==> config.mk <==
export PLATFORM = sky130hd
export DESIGN_NAME = neighbor_route_table_top
export DESIGN_NICKNAME = d
export VERILOG_FILES = /design/src/rtl/nrt_pkg.sv /design/src/rtl/neighbor_route_table_top.sv /design/src/rtl/nrt_ctrl.sv /design/src/rtl/nrt_dp.sv
export SDC_FILE = /design/constraint.sdc
export NUM_CORES = 1
export LEC_CHECK = 0
export ABC_AREA = 0
export BUFFER_PORTS_ARGS = -buffer_cell sky130_fd_sc_hd__buf_4
export CAP_MARGIN = 15
export CELL_PAD_IN_SITES_DETAIL_PLACEMENT = 2
export CELL_PAD_IN_SITES_GLOBAL_PLACEMENT = 2
export CORE_ASPECT_RATIO = 1.2
export CORE_MARGIN = 8
export CORE_UTILIZATION = 30
export CTS_CLUSTER_SIZE = 10
export DETAILED_ROUTE_END_ITERATION = 12
export PLACE_DENSITY = 0.53
export RECOVER_POWER = 50
export SYNTH_ARGS = -nofsm -noshare
export SYNTH_HDL_FRONTEND = slang
export SYNTH_SLANG_ARGS = --single-unit
export TNS_END_PERCENT = 1
==> constraint.sdc <==
create_clock -name clk -period 20.3 [get_ports clk]
set_clock_uncertainty 0.1 [all_clocks]
set_input_delay 1.015 -clock clk [delete_from_list [all_inputs] [get_ports clk]]
set_output_delay 1.015 -clock clk [all_outputs]
set_load 0.01 [all_outputs]
==> src/rtl/nrt_pkg.sv <==
// Neighbor route table: shared types, sizes and codes.
// No dependencies; imported by every module of the block.
package nrt_pkg;

	localparam int TABLE_DEPTH = 16;
	localparam int IDX_W = (TABLE_DEPTH > 1) ? $clog2(TABLE_DEPTH) : 1;
	localparam int CNT_W = $clog2(TABLE_DEPTH + 1);

	localparam int PADDR_W = 3;
	localparam logic [PADDR_W-1:0] ADDR_MAX_ROUTE_AGE = 3'd0;
	localparam logic [31:0] AGE_LIMIT_RESET = 32'd300000;

	localparam logic KIND_UPDATE = 1'b0;
	localparam logic KIND_LOOKUP = 1'b1;

	typedef enum logic [2:0] {
		ST_IMPROVED = 3'd0,
		ST_KEPT     = 3'd1,
		ST_INSERTED = 3'd2,
		ST_DROPPED  = 3'd3,
		ST_HIT      = 3'd4,
		ST_MISS     = 3'd5
	} status_t;

	typedef enum logic [1:0] {
		CS_IDLE,
		CS_SEARCH,
		CS_EXEC
	} ctrl_state_t;

	typedef struct packed {
		logic              kind;
		logic [7:0]        node_id;
		logic [7:0]        hop_count;
		logic signed [7:0] signal_strength;
		logic [31:0]       now_ms;
	} in_item_t;

	typedef struct packed {
		status_t           status;
		logic [7:0]        route_hops;
		logic signed [7:0] route_signal;
		logic [31:0]       route_stamp;
		logic [4:0]        entries_used;
		logic [31:0]       change_total;
	} out_item_t;

	typedef struct packed {
		logic capture;
		logic search;
		logic execute;
	} ctrl_cmd_t;

endpackage

==> src/rtl/neighbor_route_table_top.sv <==
// Each accepted item passes through capture, id match and decide/write; the result
// is registered in the decide/write step and shown with done high.
// Busy is high until the item is decided; a new item may start while done is high.
// The id match compares all entries at once; the decide step owns the table write.
// Reset (arst_n low, asynchronous) empties the table, clears the change count
// and sets max_route_age to 300000.
module neighbor_route_table_top import nrt_pkg::*; (
	input  logic               clk,
	input  logic               arst_n,
	input  logic               start,
	output logic               busy,
	input  in_item_t           request,
	output logic               done,
	output out_item_t          response,
	input  logic               psel,
	input  logic               penable,
	input  logic               pwrite,
	input  logic [PADDR_W-1:0] paddr,
	input  logic [31:0]        pwdata,
	output logic [31:0]        prdata,
	output logic               pready
);

	logic [31:0] max_age_q;
	ctrl_cmd_t   cmd;
	logic        reg_sel;

	assign reg_sel = paddr[PADDR_W-1:2] == ADDR_MAX_ROUTE_AGE[PADDR_W-1:2];
	assign pready = 1'b1;
	assign prdata = reg_sel ? max_age_q : 32'd0;

	always_ff @(posedge clk or negedge arst_n) begin
		if (!arst_n) begin
			max_age_q <= AGE_LIMIT_RESET;
		end else if (psel && penable && pwrite && reg_sel) begin
			max_age_q <= pwdata;
		end
	end

	nrt_ctrl u_ctrl (
		.clk    (clk),
		.arst_n (arst_n),
		.start  (start),
		.busy   (busy),
		.cmd    (cmd)
	);

	nrt_dp u_dp (
		.clk      (clk),
		.arst_n   (arst_n),
		.cmd      (cmd),
		.request  (request),
		.max_age  (max_age_q),
		.response (response),
		.done     (done)
	);

endmodule

==> src/rtl/nrt_ctrl.sv <==
// Neighbor route table controller: sequences capture, search and execute.
// Depends on nrt_pkg.
module nrt_ctrl import nrt_pkg::*; (
	input  logic      clk,
	input  logic      arst_n,
	input  logic      start,
	output logic      busy,
	output ctrl_cmd_t cmd
);

	ctrl_state_t state_q, state_d;

	always_ff @(posedge clk or negedge arst_n) begin
		if (!arst_n) begin
			state_q <= CS_IDLE;
		end else begin
			state_q <= state_d;
		end
	end

	always_comb begin
		state_d = state_q;
		case (state_q)
			CS_IDLE: begin
				if (start) begin
					state_d = CS_SEARCH;
				end
			end
			CS_SEARCH: state_d = CS_EXEC;
			CS_EXEC:   state_d = CS_IDLE;
			default:   state_d = CS_IDLE;
		endcase
	end

	always_comb begin
		busy = 1'b1;
		cmd = '0;
		case (state_q)
			CS_IDLE: begin
				busy = 1'b0;
				cmd.capture = start;
			end
			CS_SEARCH: cmd.search = 1'b1;
			CS_EXEC:   cmd.execute = 1'b1;
			default:   busy = 1'b1;
		endcase
	end

endmodule

==> src/rtl/nrt_dp.sv <==
// Neighbor route table datapath: entry registers, parallel id match,
// update/lookup decision and result register. Depends on nrt_pkg.
module nrt_dp import nrt_pkg::*; (
	input  logic        clk,
	input  logic        arst_n,
	input  ctrl_cmd_t   cmd,
	input  in_item_t    request,
	input  logic [31:0] max_age,
	output out_item_t   response,
	output logic        done
);

	in_item_t          req_q;
	logic [7:0]        node_q  [TABLE_DEPTH];
	logic [7:0]        hops_q  [TABLE_DEPTH];
	logic signed [7:0] sig_q   [TABLE_DEPTH];
	logic [31:0]       stamp_q [TABLE_DEPTH];
	logic [CNT_W-1:0]  total_q;
	logic [31:0]       change_q;
	logic              hit_s1;
	logic [IDX_W-1:0]  slot_s1;
	out_item_t         result_q;
	logic              done_q;

	logic              match_any;
	logic [IDX_W-1:0]  match_slot;

	always_comb begin
		match_any = 1'b0;
		match_slot = '0;
		for (int i = TABLE_DEPTH - 1; i >= 0; i--) begin
			if ((CNT_W'(i) < total_q) && (node_q[i] == req_q.node_id)) begin
				match_any = 1'b1;
				match_slot = IDX_W'(i);
			end
		end
	end

	logic [7:0]        old_hops;
	logic signed [7:0] old_sig;
	logic [31:0]       old_stamp;
	logic [31:0]       age;
	logic              better;
	logic              room;
	logic              wr_en;
	logic [IDX_W-1:0]  wr_idx;
	logic [CNT_W-1:0]  total_d;
	logic [31:0]       change_d;
	out_item_t         result_d;

	always_comb begin
		old_hops = hops_q[slot_s1];
		old_sig = sig_q[slot_s1];
		old_stamp = stamp_q[slot_s1];
		age = req_q.now_ms - old_stamp;
		better = (req_q.hop_count < old_hops) ||
			((req_q.hop_count == old_hops) && (req_q.signal_strength > old_sig));
		room = total_q < CNT_W'(TABLE_DEPTH);
		wr_en = 1'b0;
		wr_idx = hit_s1 ? slot_s1 : total_q[IDX_W-1:0];
		total_d = total_q;
		change_d = change_q;
		result_d = '0;
		if (req_q.kind == KIND_UPDATE) begin
			if (hit_s1) begin
				if (better) begin
					wr_en = 1'b1;
					change_d = change_q + 32'd1;
					result_d.status = ST_IMPROVED;
				end else begin
					result_d.status = ST_KEPT;
				end
			end else if (room) begin
				wr_en = 1'b1;
				total_d = total_q + CNT_W'(1);
				change_d = change_q + 32'd1;
				result_d.status = ST_INSERTED;
			end else begin
				result_d.status = ST_DROPPED;
			end
		end else begin
			if (hit_s1 && (age < max_age)) begin
				result_d.status = ST_HIT;
				result_d.route_hops = old_hops;
				result_d.route_signal = old_sig;
				result_d.route_stamp = old_stamp;
			end else begin
				result_d.status = ST_MISS;
			end
		end
		result_d.entries_used = 5'(total_d);
		result_d.change_total = change_d;
	end

	always_ff @(posedge clk) begin
		if (cmd.capture) begin
			req_q <= request;
		end
		if (cmd.search) begin
			hit_s1 <= match_any;
			slot_s1 <= match_slot;
		end
		if (cmd.execute) begin
			result_q <= result_d;
			if (wr_en) begin
				node_q[wr_idx] <= req_q.node_id;
				hops_q[wr_idx] <= req_q.hop_count;
				sig_q[wr_idx] <= req_q.signal_strength;
				stamp_q[wr_idx] <= req_q.now_ms;
			end
		end
	end

	always_ff @(posedge clk or negedge arst_n) begin
		if (!arst_n) begin
			total_q <= '0;
			change_q <= '0;
			done_q <= 1'b0;
		end else begin
			done_q <= cmd.execute;
			if (cmd.execute) begin
				total_q <= total_d;
				change_q <= change_d;
			end
		end
	end

	assign response = result_q;
	assign done = done_q;

endmodule

* After elaboration in Yosys (flattened, before gate mapping)
Memories as Yosys holds them, arrays and structs flattened. Index checks and enable logic that the tools add are counted. Widths: inputs -> output; s select.
Word-level totals: bits in writable memories 896, input port bits 98, word-level logic and storage cells 140, output and inout bits 123, flip-flop bits (word level) 222, memories 4
Cells by class: add/subtract/negate cells 3, muxes and demuxes 43, eq/ne operators 20, reduce and logical (&&, ||, !) cells 28, $lt $le $gt $ge 20, bitwise logic cells 1
Memories:
- u_dp.stamp_q | words 16, width 32, read ports 1, clocked after memory_dff 0, write ports 1, line nrt_dp.sv:17 | logic [31:0] stamp_q [TABLE_DEPTH];
- u_dp.hops_q | words 16, width 8, read ports 1, clocked after memory_dff 0, write ports 1, line nrt_dp.sv:15 | logic [7:0] hops_q [TABLE_DEPTH];
- u_dp.node_q | words 16, width 8, read ports 16, clocked after memory_dff 0, write ports 1, line nrt_dp.sv:14 | logic [7:0] node_q [TABLE_DEPTH];
- u_dp.sig_q | words 16, width 8, read ports 1, clocked after memory_dff 0, write ports 1, line nrt_dp.sv:16 | logic signed [7:0] sig_q [TABLE_DEPTH];
Operators with widths (count):
- $mux 32 | 5
- $eq 8x8->1 | 17
- $lt 4x5->1 const A | 8
- $mux 4 | 9
- $add 32x1->32 const B | 1
- $lt 32x32->1 | 1
- $sub 32x32->32 | 1
- $logic_and 1x1->1 | 21
- $lt 3x5->1 const A | 4
- $mux 3 | 6
- $mux 1 | 16
- $mux 5 | 3
- $reduce_or 15->1 | 1
- $lt 1x5->1 const A | 2
- $lt 2x5->1 const A | 2
- $gt 8x8->1 | 1
- $lt 8x8->1 | 1
- $reduce_or 8->1 | 1
- $mux 2 | 3
- $add 5x1->5 const B | 1
- $lt 5x5->1 const B | 1
- $pmux 2 s2 | 1
- $reduce_or 4->1 | 1
- $eq 2x1->1 const B | 1
- 7 further kinds | 7

* Depth between registers and ports, before layout
An unclocked memory read counts as a cell.
word-level depth 18, gate-level depth with buffers 28, mapped depth without buffers 22

* Modules after synthesis
From an unflattened synthesis, not the netlist that was laid out.
Second synthesis, totals: cells, all modules 2456, area total of the unflattened synthesis 46146.8 µm²
By module, submodules not included:
- nrt_dp | times used 1, cells each 2342, area each 44485.2 µm², sequential area each 32361.0 µm²
- neighbor_route_table_top | times used 1, cells each 105, area each 1564.0 µm², sequential area each 810.8 µm²
- nrt_ctrl | times used 1, cells each 9, area each 97.6 µm², sequential area each 50.0 µm²

* Worst setup path before layout
No wires, ideal clock.
path type register -> register, start register u_dp.slot_s1[0], end memory u_dp.hops_q[14][0] (enable), stages on the path, launching flop included 17, path buffers 3, required time 19.724 ns, setup slack 13.840 ns, clock period less this slack 6.460 ns, arrival 5.884 ns, setup time 0.476 ns, cell sequence edfxtp_1 > buf_2 > buf_2 > buf_2 > mux4_2 > nor2_1 > nor2_1 > o21ai_0 > ha_1 > nand3_1 > o21ai_0 > a21o_1 > a31oi_1 > o2111a_1 > o211ai_2 > a21oi_1 > nor2b_1
Between the ends: cells in the longest elaborated chain, start to end 10, elaborated cells between the ends (all ways) 14, classes of those cells 2 x order compare; 1 x eq/ne; 7 x mux; 2 x reduce/logical; 2 x memory
RTL lines:
- from (decl) | line nrt_dp.sv:21 | logic [IDX_W-1:0] slot_s1;
- from (signal assigned) | line nrt_dp.sv:101 | slot_s1 <= match_slot;
- $mem_v2 16x8 (on tied branches)
- $gt 8x8->1 or $eq 8x8->1 (tied branches) | line nrt_dp.sv:57 | ((req_q.hop_count == old_hops) && (req_q.signal_strength > old_sig));
- $logic_and 1x1->1 | line nrt_dp.sv:57
- $logic_or 1x1->1 | line nrt_dp.sv:56 | better = (req_q.hop_count < old_hops) ||
- $mux 1 | line nrt_dp.sv:66 | if (better) begin
- $mux 1 | line nrt_dp.sv:65 | if (hit_s1) begin
- $mux 1 | line nrt_dp.sv:64 | if (req_q.kind == KIND_UPDATE) begin
- $mux 1 | line nrt_dp.sv:105 | if (wr_en) begin
- $mux 1 | line nrt_dp.sv:103 | if (cmd.execute) begin
- $mux 1 (not written as such) | line nrt_dp.sv:107 | hops_q[wr_idx] <= req_q.hop_count;
- to (decl) | line nrt_dp.sv:15
Several ways; a longest one is shown, not always the timed one.

* Worst setup path after layout
start register u_dp.slot_s1[1], end register u_dp.result_q (netlist bit u_dp.response[78]), data pin
Between the ends: cells in the longest elaborated chain, start to end 5, elaborated cells between the ends (all ways) 6, classes of those cells 1 x add/sub; 1 x order compare; 2 x reduce/logical; 2 x memory
RTL lines:
- $mem_v2 16x32
- $sub 32x32->32 | line nrt_dp.sv:55 | age = req_q.now_ms - old_stamp;
- $lt 32x32->1 | line nrt_dp.sv:82 | if (hit_s1 && (age < max_age)) begin
- $logic_and 1x1->1 | line nrt_dp.sv:82
- $reduce_and 2->1 (no source line)
- to (signal assigned) | line nrt_dp.sv:104 | result_q <= result_d;
- to (decl) | line nrt_dp.sv:22 | out_item_t result_q;
Several ways; a longest one is shown, not always the timed one. A chain may end at the register's enable or synchronous reset.

==> summary.md <==
| Metric | Value |
|---|---|
| Sequential share of power | `roughly 48%` |
| GRT Residual Overflow | `0` |
| Clock power share | `39.9%` |
| Arr. time, crit path | `9.28 ns` |
| Total power | `0.00557 W` |
| Met3 Usage GRT | `about 2.7%` |
| Root Driver | `clkbuf_16` |
| RSZ-0062 raised after global routing | `false` |
| TritonCTS Buffers | `135` |
| Syn Nets | `2873` |
| CTS clk-pin slew, worst paths | `0.06 ns` |
| Routability-driven placement congestion ratio | `0.730` |
| Area contributors post-synth | `edfxtp_1 (68%), mux4_2 (9.6%), dfrtp_1 (3.5%)` |
| Worst path required time | `20.67 ns` |
| H-tree depth | `4` |
| Final setup violation count | `0` |
| IO Pins | `221` |
| Die area | `0.167 mm²` |
| IO buf count | `217` |
| Via density | `4.95` |
| Sw Pwr | `0.00140 W` |
| Rows | `157` |
| Clk buf depth | `3` |
| # Max-Cap Violations | `14` |
| Netlist cell types | `68` |
| Area of the core | `0.153 mm²` |
| DR vias | `about 25000` |
| Largest net degree at the start of global routing | `90` |
| Leak | `18.0 nW` |
| Setup TNS | `0 ns` |
| Chip width | `374 µm` |
| Worst VDD drop | `0.0927 mV` |
| Slew @ Worst Pin | `3.78 ns` |
| Drt pass-1 iters | `5` |
| Critical Path End Type | `flip-flop` |
| Final Max Slew Viols | `467` |
| FF/Latch Area | `around 0.033 mm²` |
| Share of power burned in combinational logic | `around an eighth` |
| Primary FF master, synth | `edfxtp_1` |
| Switch share | `between 20% and 30%` |
| HPWL Detailed | `81400 µm` |
| Die H | `between 400 and 500 µm` |
| Placed cell count | `4832` |
| Yosys reg bits | `about 1100` |
| Average size of a mapped cell | `17.1 µm²` |
| Antenna viol nets, final | `0` |
| Share of layout cells above drive strength 1 | `between 20% and 30%` |
| Clock sinks | `1118` |
| WL/cell | `27.1 µm` |
| Max frequency | `between 100 and 150 MHz` |
| Synth area leader | `edfxtp_1` |
| Critical Path Source Type | `flip-flop` |
| EDFF count, synth | `between 1000 and 1500` |
| WL final | `137000 µm` |
| Met2 GRT Util | `28.2%` |
| 1st-iter DRT viols | `1553` |
| Pwr dens | `~100 mW/mm²` |
| First-pass GRT wire length | `200000 µm` |
| Relative slew slack | `-152%` |
| Cell count after synthesis | `2693` |
| Synthesis-to-layout area growth | `17.1%` |
| Final min period | `8.91 ns` |
| Area share of the largest cell type after synthesis | `between 60% and 70%` |
| Max incr delay on CP | `between 0.8 and 0.9 ns` |
| Multi-input logic area | `around 0.012 mm²` |
| Syn. warnings | `0` |
| Worst Hold Class | `primary input to flip-flop` |
| Finished Layout Cells | `just over 5000` |
| Initial antenna violation count | `1` |
| Count of final hold-check violations | `0` |
| Failing checks | `max-capacitance violations, max-slew violations` |
| Slowest CP cell | `buf_4` |
| Asr flop ratio synth | `6.44%` |
| Final net count | `around 3200` |
| Initial Util | `30.2%` |
| Vias in the first global route | `28702` |
| Post-DP Area | `0.0503 mm²` |
| Final Cell Area | `roughly 0.054 mm²` |
| Outcome | `complete, but fails checks` |
| WS Path Type | `flip-flop to flip-flop` |
| Commonest non-fill, non-tap cell in the layout | `edfxtp_1` |
| Met1 usage | `21.1%` |
| Post-synthesis sequential area ratio | `72.1%` |
| Most frequent cells in the layout | `edfxtp_1 (1046), nor2_1 (197), mux4_2 (196)` |
| Mapped Area | `0.0461 mm²` |
| Top Usage Layer GRT | `met2` |
| # fillers | `around 15000` |
| Max FO, Critical Path | `55` |
| DR DRC count | `0` |
| P_int | `about 0.0042 W` |
| CTS tree | `built` |
| Fin crit share | `a little over two fifths` |
| Most used cell, CP | `buf_4` |
| Post-CTS Setup Repair Bufs | `0` |
| Clock Latency Late Sink | `0.76 ns` |
| GRT Util Overall | `16.2%` |
==> sequential cells by signal, summed over array words and instances (netlist names), 4 cells and up <==
register / cells
max_age_q: 32
u_dp.response: 88
u_dp.sig_q: 128
u_dp.req_q: 57
u_dp.node_q: 128
u_dp.slot_s1: 4
u_dp.change_q: 32
u_dp.total_q: 5
u_dp.hops_q: 128
u_dp.stamp_q: 512
==> repair_timing <==
action / in CTS / in global routing
hold buffers: 1 / 0
resized for setup: 0 / 0
endpoints found under the hold margin: 14 / 0
==> cell families (layout without fill, tap and decap cells) <==
family,Yosys count,after routing,synth area share (%)
flip-flops,1118,1118,72.1
AND/OR/NAND/NOR,647,647,6.61
multiplexers,230,230,10.4
XOR/XNOR,221,221,4.20
AO/OA/AOI/OAI,215,215,2.92
buffers and inverters,179,548,1.57
adder cells (fa/ha/maj),82,82,2.24
other,1,2,0.00813
==> synthesized netlist by cell type (6+ instances only) <==
master,number
clkbuf_1,72
a211oi_1,12
inv_1,55
buf_1,10
o21ai_1,6
nor3b_1,6
nor2_1,205
a21o_1,24
xor2_1,62
buf_2,37
mux4_2,196
nand2b_1,7
edfxtp_1,1046
nand2_1,170
and2_1,7
o21ai_0,71
a31oi_1,11
dfrtp_1,64
and3_4,7
nor3_1,70
mux2_2,33
nand4_1,38
xnor2_1,159
a21oi_1,43
o21a_1,10
nor4_1,8
and3_1,15
dfstp_2,8
nor4_2,6
nand3_1,71
ha_1,81
nor2b_1,18
==> layer usage <==
metal  wire (µm)  part of all wire, %  vias up
met1       60300                   44    13394
met4        2910                  2.1        0
met3        4980                  3.6      171
met5           0                    0        -
li1            -                    -    10957
met2       68900                   50      482
==> worst max-delay path: cells and delay by family (launching register included) <==
kind,cells,cell delay (ns)
mux,1,0.37
fa+ha+maj,2,0.86
buf+inv,4,2.81
flops,1,0.33
xor+xnor,1,0.14
compound gates,12,3.27
simple gates,5,0.64
==> final cells by class <==
type / count / share of cell area (%)
well taps: 1987 / 4.60
clock inverters: 24 / 0.392
flip-flops and latches: 1118 / 61.5
repair buffers: 274 / 3.37
inverters: 58 / 0.410
multi-input cells: 1396 / 22.8
diodes: 1 / 0.00463
clock buffers: 192 / 6.94
==> power groups by stage <==
stage          Sequential [W]  Combinational (W)  Clock [W]
2_1_floorplan         0.00271           0.000406          0
3_3_place_gp          0.00273           0.000664          0
6_report              0.00269           0.000653    0.00222
5_1_grt               0.00270           0.000728    0.00238
3_5_place_dp          0.00274           0.000681          0
4_1_cts               0.00269           0.000685    0.00230
==> final timing paths <==
| check | from | endpoint | slack [ns] | cells after the start |
|---|---|---|---|---|
| worst max-delay path | u_dp.slot_s1[1] | u_dp.response[78] | 11.39 | 25 |
| worst min-delay path | request[36] | u_dp.req_q[36] | 0.35 | 1 |
| worst max register to register | u_dp.slot_s1[1] | u_dp.response[78] | 11.39 | 25 |
| worst min register to register | u_ctrl.state_q[1] | u_ctrl.state_q[1] | 0.38 | 1 |
| max in group asynchronous | arst_n | max_age_q[21] | 15.14 | 3 |
| min in group asynchronous | arst_n | u_dp.change_q[24] | 0.82 | 2 |
==> through the flow <==
stage                     util, %  setup WS [ns]  hold slack, ns
final                        35.4          11.39           0.354
after detailed placement     33.0          11.21           0.384
after global routing         35.4          10.83           0.299
after floorplan                 -          13.84           0.340
after global placement       33.0          11.33           0.369
after CTS                    35.6          11.16           0.250
(Power assumes the default switching activity.)
